[src/hdl/nat_pkg.sv]
// Shared types, command codes and field widths for the neighbor address table.
package nat_pkg;

    localparam int CMD_W   = 3;
    localparam int ADDR_W  = 64;
    localparam int BYTE_W  = 8;
    localparam int IDX_W   = 8;
    localparam int SLOT_W  = 4;
    localparam int COUNT_W = 5;
    localparam int TYPE_LO = 32;
    localparam int TYPE_HI = 39;

    typedef logic [CMD_W-1:0] t_cmd;

    localparam t_cmd CMD_ADD    = 3'd0;
    localparam t_cmd CMD_LOOKUP = 3'd1;
    localparam t_cmd CMD_NEXT   = 3'd2;
    localparam t_cmd CMD_COUNT  = 3'd3;
    localparam t_cmd CMD_READ   = 3'd4;
    localparam t_cmd CMD_CLEAR  = 3'd5;

    // controller to datapath
    typedef struct packed {
        logic load;
        logic step;
        logic cmp;
        logic finish;
    } t_dp_ctl;

    // datapath to controller
    typedef struct packed {
        logic scan_end;
    } t_dp_sts;

endpackage

[src/hdl/nat_ram.sv]
// Generic single-write, single-read RAM with registered read data.
module nat_ram #(
    parameter int WIDTH  = 64,
    parameter int DEPTH  = 16,
    parameter int ADDR_W = (DEPTH > 1) ? $clog2(DEPTH) : 1
) (
    input  logic              i_clk,
    input  logic              i_we,
    input  logic [ADDR_W-1:0] i_waddr,
    input  logic [WIDTH-1:0]  i_wdata,
    input  logic [ADDR_W-1:0] i_raddr,
    output logic [WIDTH-1:0]  o_rdata
);

    logic [WIDTH-1:0] r_mem [DEPTH];
    logic [WIDTH-1:0] r_rdata;

    always_ff @(posedge i_clk) begin
        if (i_we) begin
            r_mem[i_waddr] <= i_wdata;
        end
        r_rdata <= r_mem[i_raddr];
    end

    assign o_rdata = r_rdata;

endmodule

[src/hdl/nat_ctrl.sv]
// Request sequencer for the neighbor address table.
module nat_ctrl
    import nat_pkg::*;
(
    input  logic    i_clk,
    input  logic    i_rst_n,
    input  logic    i_start,
    input  t_dp_sts i_sts,
    output t_dp_ctl o_ctl,
    output logic    o_busy,
    output logic    o_done
);

    localparam logic [1:0] S_IDLE  = 2'd0;
    localparam logic [1:0] S_ISSUE = 2'd1;
    localparam logic [1:0] S_SCAN  = 2'd2;

    logic [1:0] r_state, n_state;
    logic       r_done, n_done;

    always_comb begin
        n_state      = r_state;
        n_done       = 1'b0;
        o_ctl        = '0;
        unique case (r_state)
            S_IDLE: begin
                if (i_start) begin
                    o_ctl.load = 1'b1;
                    n_state    = S_ISSUE;
                end
            end
            S_ISSUE: begin
                o_ctl.step = 1'b1;
                n_state    = S_SCAN;
            end
            S_SCAN: begin
                o_ctl.step = 1'b1;
                o_ctl.cmp  = 1'b1;
                if (i_sts.scan_end) begin
                    o_ctl.finish = 1'b1;
                    n_done       = 1'b1;
                    n_state      = S_IDLE;
                end
            end
            default: begin
                n_state = S_IDLE;
            end
        endcase
    end

    always_ff @(posedge i_clk) begin
        if (!i_rst_n) begin
            r_state <= S_IDLE;
            r_done  <= 1'b0;
        end else begin
            r_state <= n_state;
            r_done  <= n_done;
        end
    end

    assign o_busy = (r_state != S_IDLE);
    assign o_done = r_done;

endmodule

[src/hdl/nat_dpath.sv]
// Table storage, scan pointers, comparators and result registers.
module nat_dpath
    import nat_pkg::*;
#(
    parameter int TABLE_DEPTH = 16
) (
    input  logic               i_clk,
    input  logic               i_rst_n,
    input  t_dp_ctl            i_ctl,
    output t_dp_sts            o_sts,
    input  t_cmd               i_cmd,
    input  logic [ADDR_W-1:0]  i_mac_address,
    input  logic [BYTE_W-1:0]  i_node_type,
    input  logic [IDX_W-1:0]   i_start_index,
    input  logic [IDX_W-1:0]   i_entry_index,
    output logic               o_hit,
    output logic [SLOT_W-1:0]  o_slot,
    output logic [COUNT_W-1:0] o_type_count,
    output logic [ADDR_W-1:0]  o_address_out
);

    localparam int AW = (TABLE_DEPTH > 1) ? $clog2(TABLE_DEPTH) : 1;
    localparam int FW = $clog2(TABLE_DEPTH + 1);

    t_cmd               r_cmd;
    logic [ADDR_W-1:0]  r_key;
    logic [BYTE_W-1:0]  r_type;
    logic [IDX_W-1:0]   r_ptr;
    logic [IDX_W-1:0]   r_cur;
    logic [IDX_W-1:0]   r_cnt;
    logic [FW-1:0]      r_fill;
    logic               r_hit;
    logic [SLOT_W-1:0]  r_slot;
    logic [COUNT_W-1:0] r_count;
    logic [ADDR_W-1:0]  r_aout;

    logic [ADDR_W-1:0]  w_q;
    logic               w_in_table;
    logic               w_addr_match;
    logic               w_type_match;
    logic               w_full;
    logic               w_in_range;
    logic               w_we;
    logic [IDX_W-1:0]   w_first;

    logic               n_hit;
    logic [SLOT_W-1:0]  n_slot;
    logic [COUNT_W-1:0] n_count;
    logic [ADDR_W-1:0]  n_aout;

    // valid entries always form a prefix, so the fill count stands in for valid bits
    assign w_in_table   = (r_cur < IDX_W'(r_fill));
    assign w_addr_match = w_in_table && (w_q == r_key);
    assign w_type_match = w_in_table && (w_q[TYPE_HI:TYPE_LO] == r_type);
    assign w_full       = (r_fill == FW'(TABLE_DEPTH));
    assign w_in_range   = ({1'b0, r_cur} < (IDX_W + 1)'(TABLE_DEPTH));

    always_comb begin
        case (i_cmd)
            CMD_NEXT: w_first = i_start_index;
            CMD_READ: w_first = i_entry_index;
            default:  w_first = '0;
        endcase
    end

    always_comb begin
        o_sts.scan_end = 1'b1;
        n_hit          = 1'b0;
        n_slot         = '0;
        n_count        = '0;
        n_aout         = '0;
        unique case (r_cmd)
            CMD_ADD: begin
                o_sts.scan_end = w_addr_match || !w_in_table;
                if (w_addr_match) begin
                    n_hit  = 1'b1;
                    n_slot = r_cur[SLOT_W-1:0];
                end else if (!w_full) begin
                    n_hit  = 1'b1;
                    n_slot = SLOT_W'(r_fill);
                end
            end
            CMD_LOOKUP: begin
                o_sts.scan_end = w_addr_match || !w_in_table;
                n_hit          = w_addr_match;
                n_slot         = w_addr_match ? r_cur[SLOT_W-1:0] : '0;
            end
            CMD_NEXT: begin
                o_sts.scan_end = w_type_match || !w_in_table;
                n_hit          = w_type_match;
                n_slot         = w_type_match ? r_cur[SLOT_W-1:0] : '0;
            end
            CMD_COUNT: begin
                o_sts.scan_end = !w_in_table;
                n_count        = r_cnt[COUNT_W-1:0];
            end
            CMD_READ: begin
                n_hit  = w_in_range;
                n_slot = w_in_range ? r_cur[SLOT_W-1:0] : '0;
                n_aout = w_in_table ? w_q : '0;
            end
            default: begin
                o_sts.scan_end = 1'b1;
            end
        endcase
    end

    assign w_we = i_ctl.finish && (r_cmd == CMD_ADD) && !w_addr_match && !w_full;

    nat_ram #(
        .WIDTH (ADDR_W),
        .DEPTH (TABLE_DEPTH),
        .ADDR_W(AW)
    ) u_addr_ram (
        .i_clk  (i_clk),
        .i_we   (w_we),
        .i_waddr(r_fill[AW-1:0]),
        .i_wdata(r_key),
        .i_raddr(r_ptr[AW-1:0]),
        .o_rdata(w_q)
    );

    always_ff @(posedge i_clk) begin
        if (!i_rst_n) begin
            r_fill <= '0;
        end else if (i_ctl.finish) begin
            if (r_cmd == CMD_CLEAR) begin
                r_fill <= '0;
            end else if (w_we) begin
                r_fill <= r_fill + 1'b1;
            end
        end
    end

    always_ff @(posedge i_clk) begin
        if (i_ctl.load) begin
            r_cmd  <= i_cmd;
            r_key  <= i_mac_address;
            r_type <= i_node_type;
            r_ptr  <= w_first;
            r_cnt  <= '0;
        end else if (i_ctl.step) begin
            r_cur <= r_ptr;
            r_ptr <= r_ptr + 1'b1;
            if (i_ctl.cmp && w_type_match) begin
                r_cnt <= r_cnt + 1'b1;
            end
        end
        if (i_ctl.finish) begin
            r_hit   <= n_hit;
            r_slot  <= n_slot;
            r_count <= n_count;
            r_aout  <= n_aout;
        end
    end

    assign o_hit         = r_hit;
    assign o_slot        = r_slot;
    assign o_type_count  = r_count;
    assign o_address_out = r_aout;

endmodule

[src/hdl/neighbor_address_table_unit.sv]
// Sequence: the accepting edge loads the request, an issue state primes the RAM read, and the scan
// state passes over slots until it stops on a match (not for count), an empty slot or the end.
// Throughput: one request at a time; busy holds until the result is registered, one slot per cycle
// through the registered read port of the address RAM.
// Read entry, clear and unused codes finish in the first scan state without passing over slots.
// Reset empties the table (fill count to zero); the receiver cannot stall.
module neighbor_address_table_unit
    import nat_pkg::*;
#(
    parameter int TABLE_DEPTH = 16
) (
    input  logic               i_clk,
    input  logic               i_rst_n,
    input  logic               start,
    output logic               busy,
    input  t_cmd               i_cmd,
    input  logic [ADDR_W-1:0]  i_mac_address,
    input  logic [BYTE_W-1:0]  i_link_quality,
    input  logic [BYTE_W-1:0]  i_signal_strength,
    input  logic [BYTE_W-1:0]  i_node_type,
    input  logic [IDX_W-1:0]   i_start_index,
    input  logic [IDX_W-1:0]   i_entry_index,
    output logic               o_done,
    output logic               o_hit,
    output logic [SLOT_W-1:0]  o_slot,
    output logic [COUNT_W-1:0] o_type_count,
    output logic [ADDR_W-1:0]  o_address_out
);

    t_dp_ctl w_ctl;
    t_dp_sts w_sts;

    nat_ctrl u_ctrl (
        .i_clk  (i_clk),
        .i_rst_n(i_rst_n),
        .i_start(start),
        .i_sts  (w_sts),
        .o_ctl  (w_ctl),
        .o_busy (busy),
        .o_done (o_done)
    );

    // quality and strength are accepted with each request but never reported
    nat_dpath #(
        .TABLE_DEPTH(TABLE_DEPTH)
    ) u_dpath (
        .i_clk        (i_clk),
        .i_rst_n      (i_rst_n),
        .i_ctl        (w_ctl),
        .o_sts        (w_sts),
        .i_cmd        (i_cmd),
        .i_mac_address(i_mac_address),
        .i_node_type  (i_node_type),
        .i_start_index(i_start_index),
        .i_entry_index(i_entry_index),
        .o_hit        (o_hit),
        .o_slot       (o_slot),
        .o_type_count (o_type_count),
        .o_address_out(o_address_out)
    );

endmodule
[config.mk]
export PLATFORM = sky130hd
export DESIGN_NAME = neighbor_address_table_unit
export DESIGN_NICKNAME = d
export VERILOG_FILES = /design/src/hdl/nat_pkg.sv /design/src/hdl/nat_ram.sv /design/src/hdl/nat_ctrl.sv /design/src/hdl/nat_dpath.sv /design/src/hdl/neighbor_address_table_unit.sv
export SDC_FILE = /design/constraint.sdc
export NUM_CORES = 1
export LEC_CHECK = 0
export CAP_MARGIN = 20
export CORE_MARGIN = 2
export CORE_UTILIZATION = 30
export DETAILED_ROUTE_END_ITERATION = 10
export DONT_BUFFER_PORTS = 1
export HOLD_SLACK_MARGIN = 0.08
export PLACE_DENSITY = 0.49
export SLEW_MARGIN = 25
export SYNTH_ARGS = -nofsm -noshare
export SYNTH_HDL_FRONTEND = slang
export SYNTH_SLANG_ARGS = --single-unit
[constraint.sdc]
create_clock -name i_clk -period 7.18 [get_ports i_clk]
set_input_delay 0.359 -clock i_clk [delete_from_list [all_inputs] [get_ports i_clk]]
set_output_delay 0.359 -clock i_clk [all_outputs]
set_load 0.1 [all_outputs]
[After elaboration in Yosys (flattened, before gate mapping)]
Memory sizes are Yosys's and may differ from the RTL's. A register that Yosys moved wholly into a read port is not among the register bits.
Index checks and enable logic that the tools add are counted.
Cells by class
  add/subtract/negate cells: 3
  $lt $le $gt $ge: 2
  equal/unequal tests: 14
  multiplexer cells: 25
  bitwise operators: 1
  reduce and logical (&&, ||, !) cells: 24
Operators with widths (count)
  $eq 64x64->1: 1
  $mux 4: 5
  $add 8x1->8 const B: 2
  $mux 8: 2
  $pmux 4 s4: 1
  $pmux 8 s2: 1
  $reduce_and 2->1: 6
  $mux 5: 2
  $eq 3x2->1 const B: 3
  $eq 3x3->1 const B: 3
  $eq 8x8->1: 1
  $lt 8x5->1: 1
  $lt 8x5->1 const B: 1
  $mux 1: 8
  $logic_and 1x1->1: 6
  $mux 2: 3
  $pmux 2 s3: 1
  $reduce_bool 2->1: 3
  $add 5x1->5 const B: 1
  $eq 5x5->1 const B: 1
  $pmux 1 s4: 1
  $reduce_or 2->1: 2
  $eq 3x1->1 const B: 1
  $logic_not 1->1: 3
  other kinds (9): 10
Storage, ports and cells
  register bits: 181
  memory bits (writable): 1024
  input bits: 110
  output and inout port bits: 76
  logic and storage cells: 83
  memories: 1
Memories
  u_dpath.u_addr_ram.r_mem: depth 16, width 64, rd ports 1, clocked after Yosys merged registers in 1, wr ports 1, line nat_ram.sv:15  | logic [WIDTH-1:0] r_mem [DEPTH];

[Longest topological paths before layout]
  depth in word-level cells: 11
  gate-level depth with buffers: 10
  gate-level depth less buffers: 8

[By module]
From an unflattened synthesis, not the netlist that was laid out.
Unflattened totals
  cell total of the unflattened synthesis: 2140
  area, all modules: 47082.7 µm²
By module, submodules not included
  nat_ram: times used 1, cells each 1647, area an instance 39581.7 µm², seq. area each 32030.7 µm²
  nat_dpath: times used 1, cells each 472, area an instance 7305.8 µm², seq. area each 5154.9 µm²
  nat_ctrl: times used 1, cells each 21, area an instance 195.2 µm², seq. area each 60.1 µm²

[Worst setup path before layout]
Ideal clock, no wire load.
  path kind: register to register
  from: register u_dpath.r_fill[3]
  to: memory u_dpath.u_addr_ram.r_mem[0][0] (enable)
  setup time: 0.565 ns
  data arrival time: 6.307 ns
  data required time: 6.615 ns
  slack: 0.309 ns
  cell stages (with the launch flop): 10
  buffers on the path: 2
  period minus slack after synthesis: 6.871 ns
  cells stage by stage: dfxtp_1 clkbuf_1 inv_1 ha_1 o211ai_1 o211ai_1 and4_2 buf_2 nand2_1 nor3_1
On the way
  cells in the longest elaborated chain, start to end: 11
  elaborated cells on any way between the ends: 17
  classes of those cells: order compare: 1; eq/ne: 1; mux: 5; reduce/logical: 10
RTL lines
  start, declared: line nat_dpath.sv:31  | logic [FW-1:0] r_fill;
  start signal, assigned: line nat_dpath.sv:130  | r_fill <= r_fill + 1'b1;
  $lt 8x5->1: line nat_dpath.sv:52  | assign w_in_table = (r_cur < IDX_W'(r_fill));
  $logic_and 1x1->1 (tied with other cells): line nat_dpath.sv:54  | assign w_type_match = w_in_table && (w_q[TYPE_HI:TYPE_LO] == r_type);
  $logic_or 1x1->1, on equally long branches: line nat_dpath.sv:89, nat_dpath.sv:74, nat_dpath.sv:84
  $pmux 1 s3: line nat_dpath.sv:72  | unique case (r_cmd)
  $mux 1: line nat_ctrl.sv:39  | if (i_sts.scan_end) begin
  $mux 2: line nat_ctrl.sv:25  | unique case (r_state)
  $logic_and 1x1->1 (3 in a row): line nat_dpath.sv:108  | assign w_we = i_ctl.finish && (r_cmd == CMD_ADD) && !w_addr_match && !w_full;
  $mux 1: line nat_ram.sv:19  | if (i_we) begin
  $mux 1 (implied by the code): line nat_ram.sv:20  | r_mem[i_waddr] <= i_wdata;
  end, declared: line nat_ram.sv:15
Parallel ways exist; a longest one is shown, timed or not.

==> flow_metrics.env <==
export IMPL_num_rows=146
export IMPL_fin_tns_setup_ns=0
export IMPL_core_sq_um=158000
export IMPL_r2r_start="u_dpath.r_key[56]"
export IMPL_initial_utilization_pct=30.2
export IMPL_dr_wl_met3_mm=8.35
export IMPL_final_core_util_pct=35.6
export IMPL_tritoncts="yes"
export IMPL_synth_flop_cell="edfxtp_1"
export IMPL_tightestPinTransition_ns=1.11
export IMPL_io_pins=186
export IMPL_crit_fanout=54
export IMPL_cts_setup_buffers=0
export IMPL_min_path_type="primary input to flip-flop"
export IMPL_die_width_um=403
export IMPL_post_route_period_util_pct=66.3
export IMPL_antenna_found_initial=19
export IMPL_rsz0062_at_grt="false"
export IMPL_synth_area_sq_um=47800
export IMPL_synth_top_family_by_area="multiplexers"
export IMPL_final_nets=2775
export IMPL_max_cap_violations=0
export IMPL_grt_pass1_wl_mm=184
export IMPL_top_layer="met5"
export IMPL_drc=0
export IMPL_die_h_um=403
export IMPL_power_density_nw_per_um2=378
export IMPL_yosysWarnings=0
export IMPL_synthArstFlopShare_pct=0
export IMPL_leakage_uw=0.0183
export IMPL_port_buffers=0
export IMPL_crit_path_end="u_dpath.o_address_out[4]"
export IMPL_status="completed"
export IMPL_drive_gt1_share_pct=17.5
export IMPL_irDropWorstVdd_v=0.000473
export IMPL_avgViaCountPerCell=4.97
export IMPL_numClockSinks=1266
export IMPL_syn_nets=2607
export IMPL_synth_mux_area_share_pct=11.6
export IMPL_synth_simple_gate_area_share_pct=2.57
export IMPL_slew_violations=0
export IMPL_setup_viol=0
export IMPL_wl_per_cell_um=26.9
export IMPL_endpoint_kind="flip-flop"
export IMPL_synth_area_per_cell_sq_um=19.3
export IMPL_crit_type="flip-flop to flip-flop"
export IMPL_wl_met1_mm=57.3
export IMPL_relSlewSlack_pct=25.0
export IMPL_synth_edf_count=1189
export IMPL_drt_iter0_markers=2141
export IMPL_htreeDepth=4
export IMPL_finalHoldViolCount=0
export IMPL_ys_ff_latch=1266
export IMPL_clk_pin_slew_ns=0.07
export IMPL_synth_fa_ha_area_share_pct=0.366
export IMPL_postRouteAntennaNets=0
export IMPL_synthToLayoutAreaGrowth_pct=17.8
export IMPL_rrSetupSlack_ns=2.42
export IMPL_wl_met2_mm=60.6
export IMPL_grt_pass1_vias=24700
export IMPL_cts_inserted_buffers=141
export IMPL_yosysTopAreaCellShare_pct=74.7
export IMPL_drt_wl_total_mm=130
export IMPL_r2r_cells=7
export IMPL_dp_final_hpwl_mm=69.1
export IMPL_synth_compound_area_share_pct=4.86
export IMPL_gp_congestion=0.766
export IMPL_arrival_ns=5.16
export IMPL_synth_top_area_cell="edfxtp_1"
export IMPL_worstReg2RegEnd="u_dpath.o_address_out[4]"
export IMPL_yosys_area_share_xor_xnor_pct=1.52
export IMPL_clock_path_buffers=3
export IMPL_overflow=0
export IMPL_skew_ns=0.0433
export IMPL_cts_root_buf="clkbuf_16"
export IMPL_crit_path_start_kind="flip-flop"
export IMPL_startpoint="u_dpath.r_key[56]"
export IMPL_synthCells=2483
export IMPL_fmax_mhz=210
export IMPL_die_area_sq_um=163000
export IMPL_synth_seq_area_share_pct=77.9
export IMPL_grt_max_degree=134
export IMPL_required_ns=7.57
export IMPL_clk_latency_ns=0.77
export IMPL_via_count=24100
export IMPL_first_pass_iters=8
export IMPL_synth_area_leaders="edfxtp_1 (75%), mux4_2 (6.0%), mux2i_1 (4.1%), dfxtp_1 (3.2%), mux2_2 (1.5%)"
export IMPL_grt_usage_pct=15.9
export IMPL_ys_types=45
export IMPL_period_needed_ns=4.76
[cell usage after synthesis (all sizes together) (3+ instances only)]
| library cell | count |
|---|---|
| edfxtp | 1189 |
| nand2b | 3 |
| ha | 14 |
| clkbuf | 69 |
| a32o | 5 |
| a22oi | 64 |
| and2 | 67 |
| nor3 | 7 |
| and3 | 7 |
| a21oi | 76 |
| xor2 | 72 |
| nor4 | 17 |
| a221oi | 72 |
| dfxtp | 77 |
| xnor2 | 11 |
| nand4 | 10 |
| nand2 | 88 |
| inv | 11 |
| buf | 50 |
| o21ai | 130 |
| nand3 | 5 |
| mux4 | 128 |
| nor3b | 4 |
| mux2 | 65 |
| mux2i | 195 |
| nor2 | 24 |
[power by group]
part,total (uW),switching (uW),internal [uW]
combinational,4640,2790,1850
clock,7220,2960,4260
sequential,9430,758,8680
total,21300,6510,14800
[cells in the final DEF, fill, tap and decap left out, drive strengths merged, types with 65 or more instances in the layout]
cell	netlist	layout
a21oi	76	76
mux2i	195	195
clkbuf	69	197
nand2	88	88
dfxtp	77	77
a221oi	72	72
and2	67	67
dlygate4sd3	0	94
xor2	72	72
o21ai	130	130
edfxtp	1189	1189
mux4	128	128
mux2	65	65
[flip-flops by register name (all words and copies together), names as in the netlist]
name	cells
u_ctrl.o_done	1
u_ctrl.r_state	2
u_dpath.o_address_out	64
u_dpath.o_hit	1
u_dpath.o_slot	4
u_dpath.o_type_count	5
u_dpath.r_cmd	3
u_dpath.r_cnt	5
u_dpath.r_cur	8
u_dpath.r_fill	5
u_dpath.r_key	64
u_dpath.r_ptr	8
u_dpath.r_type	8
u_dpath.u_addr_ram.o_rdata	64
u_dpath.u_addr_ram.r_mem	1024
[layout make-up]
cell class                 instances  area (sq um)
timing repair buffer             144          1560
antenna                            9          22.5
inverter                          11          43.8
tap                             2072          2590
sequential                      1266         37200
clock buffer                     197          4030
multi-input combinational       1087         10200
clock inverter                    59           651
fill                           14500        102000
[per-stage QoR]
stage,area (sq um),setup WS (ns),std cells,power [uW],hold WS (ns)
after floorplan,47800,0.309,2483,12600,0.424
after global placement,50600,2.19,4482,14200,0.458
after detailed placement,50700,2.04,4486,14200,0.458
after CTS,56300,2.03,4836,21600,0.149
after global routing,56300,2.24,4838,22300,0.190
final,56300,2.42,4845,21300,0.220
[logic make-up after synthesis]
logic type	count (synthesis)
buf+inv	130
compound gates	362
xor+xnor	83
flops	1266
simple gates	240
fa+ha+maj	14
mux	388
[critical path, stage by stage (launching register included)]
cell and delay (ns):
edfxtp_1 0.65, xor2_1 0.26, nor4_1 0.95, nand4_1 0.30
nor4_4 0.71, a21oi_1 0.27, nor2_4 0.74, buf_12 0.44
[per-layer routing]
metal	track usage (%)	up-vias
met5	0	-
met2	25.0	755
li1	-	10400
met4	5.70	14
met1	21.6	12700
met3	3.71	216
[timing repair]
item	in CTS	in global routing
resized for setup	0	0
hold endpoints to repair	91	0
hold buffers	94	0
[how the worst min path moves through the flow]
| stage | start | end | depth (start not counted) |
|---|---|---|---|
| floorplan | u_dpath.r_ptr[2] | u_dpath.r_cur[2] | 0 |
| global placement | i_node_type[2] | u_dpath.r_type[2] | 0 |
| detailed placement | i_node_type[2] | u_dpath.r_type[2] | 0 |
| CTS | i_mac_address[30] | u_dpath.r_key[30] | 1 |
| global route | i_node_type[4] | u_dpath.r_type[4] | 1 |
| finish | i_mac_address[24] | u_dpath.r_key[24] | 1 |
Note: power is estimated with default switching activity, not from simulation.
